### config.mk
export PLATFORM = sky130hd
export DESIGN_NAME = mbpm_frame_rx
export DESIGN_NICKNAME = d
export VERILOG_FILES = /design/src/rtl/mbpm_pkg.sv /design/src/rtl/mbpm_frame_rx.sv
export SDC_FILE = /design/constraint.sdc
export NUM_CORES = 1
export LEC_CHECK = 0
export BUFFER_PORTS_ARGS = -buffer_cell sky130_fd_sc_hd__buf_2
export CORE_MARGIN = 10
export CORE_UTILIZATION = 61
export CTS_CLUSTER_DIAMETER = 80
export CTS_CLUSTER_SIZE = 28
export DETAILED_ROUTE_END_ITERATION = 10
export PLACE_DENSITY_LB_ADDON = 0.3
export SLEW_MARGIN = 30
export SYNTH_ARGS = -nofsm -noshare
export SYNTH_HDL_FRONTEND = slang
export SYNTH_SLANG_ARGS = --single-unit
### constraint.sdc
create_clock -name clk -period 3.9 [get_ports clk]
set_input_delay 0.39 -clock clk [delete_from_list [all_inputs] [get_ports clk]]
set_output_delay 0.39 -clock clk [all_outputs]
set_load 0.02 [all_outputs]
### src/rtl/mbpm_pkg.sv
// Shared types, constants and the CRC-16 byte update for the power meter
// reply decoder. No dependencies.
package mbpm_pkg;

  localparam int unsigned PosWidth = 5;
  localparam int unsigned PayloadBytes = 14;

  localparam logic [7:0] FUNC_READ = 8'h03;
  localparam logic [7:0] BYTE_COUNT = 8'd14;
  localparam logic [PosWidth-1:0] POS_HUNT = 5'd0;
  localparam logic [PosWidth-1:0] POS_FUNC = 5'd1;
  localparam logic [PosWidth-1:0] POS_COUNT = 5'd2;
  localparam logic [PosWidth-1:0] POS_PAYLOAD = 5'd3;
  localparam logic [PosWidth-1:0] POS_CRC_LOW = 5'd17;
  localparam logic [PosWidth-1:0] POS_CRC_HIGH = 5'd18;

  localparam logic [15:0] CRC_START = 16'hFFFF;
  localparam logic [15:0] CRC_POLY = 16'hA001;
  localparam logic [3:0] FAIL_MAX = 4'd15;

  localparam logic CFG_SLAVE_ADDRESS = 1'b0;
  localparam logic CFG_FAILURE_LIMIT = 1'b1;

  localparam logic [7:0] SLAVE_ADDRESS_RESET = 8'd1;
  localparam logic [3:0] FAILURE_LIMIT_RESET = 4'd10;

  // mag / 10 = ((mag >> 1) * VOLT_RECIP) >> VOLT_SHIFT for 15-bit magnitudes
  localparam logic [14:0] VOLT_RECIP = 15'd26215;
  localparam int unsigned VOLT_SHIFT = 17;
  localparam logic [23:0] POWER_MULT = 24'd500;
  // 25 * 65536 = 18 * 91000 + 400
  localparam logic [31:0] ENERGY_HI_MULT = 32'd91000;
  localparam logic [23:0] ENERGY_HI_REM = 24'd400;
  localparam logic [23:0] ENERGY_LO_MULT = 24'd25;
  // n / 9 = (n * RECIP9) >> 27 for n below 2^23
  localparam logic [46:0] RECIP9 = 47'd14913081;
  localparam int unsigned RECIP9_SHIFT = 27;

  typedef struct packed {
    logic        v_neg;
    logic [14:0] v_mag;
    logic        c_neg;
    logic [14:0] c_mag;
    logic        p_neg;
    logic [14:0] p_mag;
    logic        f_neg;
    logic [30:0] f_mag;
    logic        r_neg;
    logic [30:0] r_mag;
  } held_t;

  typedef struct packed {
    logic       status;
    logic [3:0] failures;
    held_t      held;
  } frame_result_t;

  function automatic logic [15:0] crc16_byte(input logic [15:0] c, input logic [7:0] b);
    logic [15:0] r;
    r = c ^ {8'h00, b};
    for (int k = 0; k < 8; k++) begin
      if (r[0]) begin
        r = (r >> 1) ^ CRC_POLY;
      end else begin
        r = r >> 1;
      end
    end
    return r;
  endfunction

endpackage

### src/rtl/mbpm_frame_rx.sv
// Frame hunting, CRC check, payload capture and held values for the decoder.
// Depends on mbpm_pkg.
module mbpm_frame_rx (
  input  logic                   clk,
  input  logic                   rst,
  input  logic                   cfg_write,
  input  logic                   cfg_index,
  input  logic [7:0]             cfg_data,
  input  logic                   in_valid,
  output logic                   in_stall,
  input  logic [7:0]             rx_byte,
  input  logic                   buffer_end,
  output logic                   res_valid,
  input  logic                   res_advance,
  output mbpm_pkg::frame_result_t res
);

  logic [7:0]                     slave_address;
  logic [3:0]                     failure_limit;
  logic [mbpm_pkg::PosWidth-1:0]  pos;
  logic [mbpm_pkg::PosWidth-1:0]  pos_next;
  logic [15:0]                    crc;
  logic [15:0]                    crc_next;
  logic [7:0]                     crc_low;
  logic [7:0]                     crc_low_next;
  logic [3:0]                     fail_count;
  logic [3:0]                     fail_count_next;
  logic [3:0]                     fail_inc;
  mbpm_pkg::held_t                held;
  mbpm_pkg::held_t                held_next;
  mbpm_pkg::held_t                decoded;
  logic                           status;
  logic                           status_next;
  logic [7:0]                     store [mbpm_pkg::PayloadBytes];
  logic [3:0]                     store_idx;
  logic                           store_we;
  logic                           accept;
  logic                           complete;
  logic                           good;
  logic                           hit;
  logic [mbpm_pkg::PosWidth-1:0]  restart_pos;
  logic [15:0]                    restart_crc;
  logic [15:0]                    crc_step;

  assign in_stall = res_valid && !res_advance;
  assign accept = in_valid && !in_stall;

  assign hit = rx_byte == slave_address;
  assign restart_pos = hit ? mbpm_pkg::POS_FUNC : mbpm_pkg::POS_HUNT;
  assign restart_crc = hit ? mbpm_pkg::crc16_byte(mbpm_pkg::CRC_START, rx_byte)
                           : mbpm_pkg::CRC_START;
  assign crc_step = mbpm_pkg::crc16_byte(crc, rx_byte);
  assign good = crc == {rx_byte, crc_low};
  assign fail_inc = (fail_count == mbpm_pkg::FAIL_MAX) ? fail_count : fail_count + 4'd1;
  assign store_idx = 4'(pos - mbpm_pkg::POS_PAYLOAD);

  assign decoded.v_neg = store[0][7];
  assign decoded.v_mag = {store[0][6:0], store[1]};
  assign decoded.c_neg = store[2][7];
  assign decoded.c_mag = {store[2][6:0], store[3]};
  assign decoded.p_neg = store[4][7];
  assign decoded.p_mag = {store[4][6:0], store[5]};
  assign decoded.f_neg = store[6][7];
  assign decoded.f_mag = {store[6][6:0], store[7], store[8], store[9]};
  assign decoded.r_neg = store[10][7];
  assign decoded.r_mag = {store[10][6:0], store[11], store[12], store[13]};

  always_comb begin
    pos_next = pos;
    crc_next = crc;
    crc_low_next = crc_low;
    fail_count_next = fail_count;
    held_next = held;
    status_next = status;
    complete = 1'b0;
    store_we = 1'b0;
    if (accept) begin
      priority if (pos == mbpm_pkg::POS_HUNT) begin
        pos_next = restart_pos;
        crc_next = restart_crc;
      end else if (pos == mbpm_pkg::POS_FUNC) begin
        if (rx_byte == mbpm_pkg::FUNC_READ) begin
          pos_next = mbpm_pkg::POS_COUNT;
          crc_next = crc_step;
        end else begin
          pos_next = restart_pos;
          crc_next = restart_crc;
        end
      end else if (pos == mbpm_pkg::POS_COUNT) begin
        if (rx_byte == mbpm_pkg::BYTE_COUNT) begin
          pos_next = mbpm_pkg::POS_PAYLOAD;
          crc_next = crc_step;
        end else begin
          pos_next = restart_pos;
          crc_next = restart_crc;
        end
      end else if (pos < mbpm_pkg::POS_CRC_LOW) begin
        store_we = 1'b1;
        crc_next = crc_step;
        pos_next = pos + 5'd1;
      end else if (pos == mbpm_pkg::POS_CRC_LOW) begin
        crc_low_next = rx_byte;
        pos_next = mbpm_pkg::POS_CRC_HIGH;
      end else if (pos == mbpm_pkg::POS_CRC_HIGH) begin
        complete = 1'b1;
        status_next = !good;
        if (good) begin
          held_next = decoded;
          fail_count_next = 4'd0;
        end else begin
          fail_count_next = fail_inc;
          if (fail_inc > failure_limit) begin
            held_next = '0;
          end
        end
        pos_next = mbpm_pkg::POS_HUNT;
        crc_next = mbpm_pkg::CRC_START;
      end else begin
        pos_next = mbpm_pkg::POS_HUNT;
        crc_next = mbpm_pkg::CRC_START;
      end
      if (buffer_end && !complete) begin
        pos_next = mbpm_pkg::POS_HUNT;
        crc_next = mbpm_pkg::CRC_START;
      end
    end
  end

  always_ff @(posedge clk) begin
    if (rst) begin
      slave_address <= mbpm_pkg::SLAVE_ADDRESS_RESET;
      failure_limit <= mbpm_pkg::FAILURE_LIMIT_RESET;
      pos <= mbpm_pkg::POS_HUNT;
      crc <= mbpm_pkg::CRC_START;
      crc_low <= 8'd0;
      fail_count <= 4'd0;
      held <= '0;
      status <= 1'b0;
      res_valid <= 1'b0;
    end else begin
      if (cfg_write) begin
        unique case (cfg_index)
          mbpm_pkg::CFG_SLAVE_ADDRESS: slave_address <= cfg_data;
          mbpm_pkg::CFG_FAILURE_LIMIT: failure_limit <= cfg_data[3:0];
          default: ;
        endcase
      end
      pos <= pos_next;
      crc <= crc_next;
      crc_low <= crc_low_next;
      fail_count <= fail_count_next;
      held <= held_next;
      status <= status_next;
      res_valid <= (res_valid && !res_advance) || complete;
    end
  end

  always_ff @(posedge clk) begin
    if (store_we) begin
      store[store_idx] <= rx_byte;
    end
  end

  assign res.status = status;
  assign res.failures = fail_count;
  assign res.held = held;

endmodule

After elaboration in Yosys (flattened, before gate mapping)
Memory sizes are Yosys's and may differ from the RTL's. Index checks and enable logic that the tools add are counted.

Memories kept: 1. Input port bits: 23. Output and inout bits: 119. Register bits: 159. RAM bits: 112.

Magnitude comparators: 2. Bitwise operators: 24. Equal/unequal tests: 10. Muxes and demuxes: 53. Add/sub/neg operators: 3. Reduce and logical (&&, ||, !) cells: 16.

Memory list: store (depth 14, width 8, rd ports 14, clocked after Yosys merged registers in 0, write ports 1, line mbpm_frame_rx.sv:34) `logic [7:0] store [mbpm_pkg::PayloadBytes];`.

Operators by type and width (count): 16-bit two-way mux (25); 112-bit two-way mux (2); 2-bit inverter with 3-bit output (16); 5-bit two-way mux (6); 16-bit equality test (1); 1-bit two-way mux (16); 8-bit inverter with 16-bit output (1); 16-bit by 8-bit bitwise XOR with 16-bit output (1); 5-bit equality test (second input constant) (2); 8-bit by 2-bit equality test with 1-bit output (second input constant) (1); 8-bit by 4-bit equality test with 1-bit output (second input constant) (1); 8-bit equality test (1); 4-bit two-way mux (2); 8-bit AND reduction (1); 7-bit AND reduction (1); 6-bit by 5-bit != test with 1-bit output (second input constant) (1); 1-bit inverter (6); 2-bit AND reduction (3); 6-bit AND reduction (1); 5-bit by 1-bit adder with 5-bit output (second input constant) (1); 5-bit by 1-bit equality test with 1-bit output (second input constant) (1); 5-bit by 2-bit equality test with 1-bit output (second input constant) (1); 5-bit zero test (1); 5-bit < comparator (second input constant) (1); other kinds (9) (15).

Longest topological paths before layout
Depth in word-level cells: 23. Mapped depth: 13.

Least setup slack after synthesis
No wires, ideal clock.

Kind: register to register. Start: reg fail_count[0]. End: reg held (netlist bit res[13]). Setup slack: 1.047 ns. Stages on the path, launching flop included: 14. Period minus slack after synthesis: 2.853 ns. Buffers on the path: 2. Data arrival time: 2.787 ns. Cell sequence: dfxtp_1 -> ha_1 -> nand3_1 -> mux2_2 -> ha_1 -> nor2b_1 -> o21a_1 -> o21a_1 -> o21ai_0 -> a21o_1 -> buf_2 -> buf_1 -> a22oi_1 -> nor2_1.

Word-level cells in the longest chain between the ends: 5. Elaborated cells on any way between the ends: 6. Those cells by class: add/sub (1); order compare (1); eq/ne (1); mux (1); reduce/logical (2).

RTL lines: start: declaration (line mbpm_frame_rx.sv:26) `logic [3:0] fail_count;`; start signal: assignment (line mbpm_frame_rx.sv:151) `fail_count <= fail_count_next;`; 4-bit by 1-bit adder with 4-bit output / 4-bit equality test (equally long branches) (line mbpm_frame_rx.sv:54) `assign fail_inc = (fail_count == mbpm_pkg::FAIL_MAX) ? fail_count : fail_count + 4'd1;`; 4-bit two-way mux * (line mbpm_frame_rx.sv:54); 4-bit > comparator * (line mbpm_frame_rx.sv:112) `if (fail_inc > failure_limit) begin`; 2-bit nonzero test (no source line) *; 8-bit AND reduction (no source line) *; end signal: assignment (line mbpm_frame_rx.sv:152) `held <= held_next;`; end: declaration (line mbpm_frame_rx.sv:29) `mbpm_pkg::held_t held;`.

Mark *: on every way between the ends. The rest lies on a longest branch, timed or not. A chain may end at the register's enable or synchronous reset.

Worst setup path in the final report
Start: reg fail_count[0]. End: reg held (netlist bit res[48]).

The elaborated chain is that of the path after synthesis.

==> insert_results.sql <==
INSERT INTO impl_metrics (metric_group, metric, value, unit) VALUES
('clock_tree', 'cts.sink_count', '271', ''),
('layout', 'num_antenna_cells', '0', ''),
('layout', 'layout.area.seq', '0.00655', 'mm2'),
('critical_path', 'worstPathRequired', '4.31', 'ns'),
('yosys', 'synth.area.top_cells', 'edfxtp_1 (33%), dfxtp_1 (31%), a22oi_1 (8.4%), nor2_1 (5.5%), xor2_1 (2.8%)', ''),
('timing', 'timing.clock.skew', '0.0175', 'ns'),
('detailed_routing', 'route.final.wire_length', '24.9', 'mm'),
('global_routing', 'grt.total_usage', '0.212', ''),
('global_routing', 'via_count_of_the_first_global_routing_pass', '6952', ''),
('clock_tree', 'cts_tree', 'built', ''),
('timing', 'finalHoldViolations', '0', ''),
('detailed_routing', 'dr.pass1.iters', '5', ''),
('timing', 'maxSlewHeadroom', '0.433', ''),
('clock_tree', 'clockBufferDepth', '3', ''),
('timing', 'timing_max_transition_violations_final', '0', ''),
('yosys', 'synth_enable_flop_cells', '112', ''),
('layout', 'multi_input_area', '0.00341', 'mm2'),
('yosys', 'synth-seq-cells', '271', ''),
('yosys', 'avgSynthCellArea', '11.5', 'um2'),
('yosys', 'post_synth_instance_area', '0.0103', 'mm2'),
('timing', 'finalSetupTns', '0', 'ns'),
('critical_path', 'critPathCaptureType', 'flip-flop', ''),
('critical_path', 'critical_path.max_fanout', '54', ''),
('place', 'routability_driven_placement_congestion_ratio', '0.919', ''),
('power', 'total_leakage_power', '4.44', 'nW'),
('yosys', 'ys_warn_count', '0', ''),
('yosys', 'synthMostInstantiatedCell', 'dfxtp_1', ''),
('floorplan', 'start_util', '0.622', ''),
('power', 'worst_ir_drop_vdd', '0.284', 'mV'),
('critical_path', 'crit_path_start_kind', 'flip-flop', ''),
('floorplan', 'dieArea', '0.0225', 'mm2'),
('floorplan', 'boundaryPins', '142', ''),
('place', 'place.port_buffers', '141', ''),
('timing', 'finalSetupViolations', '0', ''),
('detailed_routing', 'antenna_violating_nets_remaining', '0', ''),
('clock_tree', 'postCtsSetupRepairBufs', '0', ''),
('place', 'place_area', '0.0112', 'mm2'),
('yosys', 'synth-async-reset-ratio', '0', ''),
('timing', 'highest_clock_frequency_the_design_can_meet', '0.304', 'GHz'),
('layout', 'areaGrowthSynthToFinish', '11.9', '%'),
('detailed_routing', 'route.detailed.vias_per_inst', '5.92', ''),
('detailed_routing', 'vias', '7307', ''),
('critical_path', 'worst_ep_arrival_time', '3.70', 'ns'),
('run_status', 'status', 'completed', ''),
('global_routing', 'busiest_layer', 'met2', ''),
('timing', 'rsz_0062_raised_after_global_routing', 'false', ''),
('timing', 'period_utilisation_layout', '0.842', ''),
('yosys', 'seq_area_frac_synth', '0.635', ''),
('global_routing', 'grtUsageMet3', '0.0296', ''),
('floorplan', 'rows', '47', ''),
('flow_run', 'cap_viol_max_count', '0', ''),
('clock_tree', 'htreeDepth', '1', ''),
('layout', 'n_fill_cell', '1251', ''),
('layout', 'finalNetCount', '1047', ''),
('yosys', 'synth_ff_type', 'dfxtp_1', ''),
('timing', 'period_needed', '3.28', 'ns'),
('floorplan', 'die_w', '150', 'um'),
('yosys', 'synth_cells', '900', ''),
('clock_tree', 'clk_transition_reported_paths', '0.10', 'ns'),
('global_routing', 'grt_pass1_wl', '38.2', 'mm'),
('power', 'power.density_cell_area', '403', 'mW/mm2'),
('critical_path', 'setup.worst_path.class', 'reg2reg', ''),
('global_routing', 'grt_remaining_overflow', '0', ''),
('timing', 'finalWorstSetupSlack', '0.616', 'ns'),
('detailed_routing', 'route.detailed.drc', '0', ''),
('yosys', 'synth_top_cell_area_share', '0.326', ''),
('yosys', 'netlist_cell_types', '57', ''),
('layout', 'final_layout_size_suffix_gt1_frac', '0.184', ''),
('detailed_routing', 'routed_wire_length_per_instance', '20.1', 'um'),
('floorplan', 'die_h', '150', 'um'),
('clock_tree', 'cts_resized', '0', '');
flip-flops by register name, summed over array words and instances (netlist names):
signal,count
failure_limit,4
slave_address,8
status,1
crc,16
res,112
pos,5
res_valid,1
fail_count,4
crc_low,8
store,112
power breakdown:
| part | internal, mW | switching (mW) |
|---|---|---|
| clock network | 0.645 | 0.848 |
| registers | 2.95 | 0.00409 |
| logic | 0.0681 | 0.134 |
path summary, 6_finish.rpt:
| check | cells past startpoint | from | end | slack [ns] |
|---|---|---|---|---|
| worst max-delay path | 12 | fail_count[0]$_SDFFE_PP0P_ | res[48]$_SDFFE_PP0P_ | 0.62 |
| worst max register to register | 12 | fail_count[0]$_SDFFE_PP0P_ | res[48]$_SDFFE_PP0P_ | 0.62 |
| worst min-delay path | 3 | cfg_data[5] | slave_address[5]$_SDFFE_PP0P_ | 0.14 |
| worst min register to register | 2 | slave_address[4]$_SDFFE_PP0P_ | slave_address[4]$_SDFFE_PP0P_ | 0.47 |
cell usage in the layout, fill, tap and decap left out, types with 7 or more instances in the layout:
cell type	count
a21oi_1	32
a22oi_1	115
and3_1	11
buf_2	140
buf_4	13
clkbuf_1	7
clkbuf_16	13
dfxtp_1	159
edfxtp_1	112
ha_1	16
inv_1	17
nand2_1	39
nand2b_1	18
nand3_1	9
nand4_1	7
nor2_1	149
nor3_1	14
nor4_1	8
o21ai_0	11
o22ai_1	14
xnor2_1	18
xor2_1	33
worst max-delay path, stage by stage (launching register included):
cell and delay, ns:
dfxtp_1 0.37, ha_1 0.25, nand3_1 0.14, mux2_2 0.36, ha_1 0.29, nor2b_1 0.13, o21a_1 0.16, o21a_1 0.16
o21ai_0 0.22, a21o_4 0.56, buf_4 0.31, a22oi_1 0.08, nor2_1 0.13
through the flow:
step           hold slack, ns   util  cells
2_1_floorplan           0.435      -    900
5_1_grt                 0.155  0.696   1235
3_5_place_dp            0.451  0.673   1213
3_3_place_gp            0.444  0.673   1213
4_1_cts                 0.138  0.696   1235
6_report                0.137  0.696   1235
layer usage:
metal,wire [um],vias up
li1,-,3424
met3,1760,44
met5,0,-
met1,10000,3559
met2,12500,280
met4,567,0
layout make-up:
| cell class | count | share of cell area |
|---|---|---|
| tap | 220 | 0.0239 |
| clock inverter | 2 | 0.00174 |
| clock buffer | 20 | 0.0305 |
| multi-input combinational | 548 | 0.296 |
| timing repair buffer | 157 | 0.0754 |
| inverter | 17 | 0.00553 |
| sequential | 271 | 0.567 |
cells by family (layout without fill, tap and decap cells):
family | Yosys count | after routing | synth area share
AOI/OAI and AO/OA | 196 | 196 | 0.134
xor gates and xnor gates | 54 | 54 | 0.0494
adders and majority gates | 16 | 16 | 0.0194
buffers and inverters | 81 | 196 | 0.0354
DFF | 271 | 271 | 0.635
muxes | 4 | 4 | 0.00425
and+or+nand+nor | 278 | 278 | 0.122
Note: power is estimated with default switching activity, not from simulation.
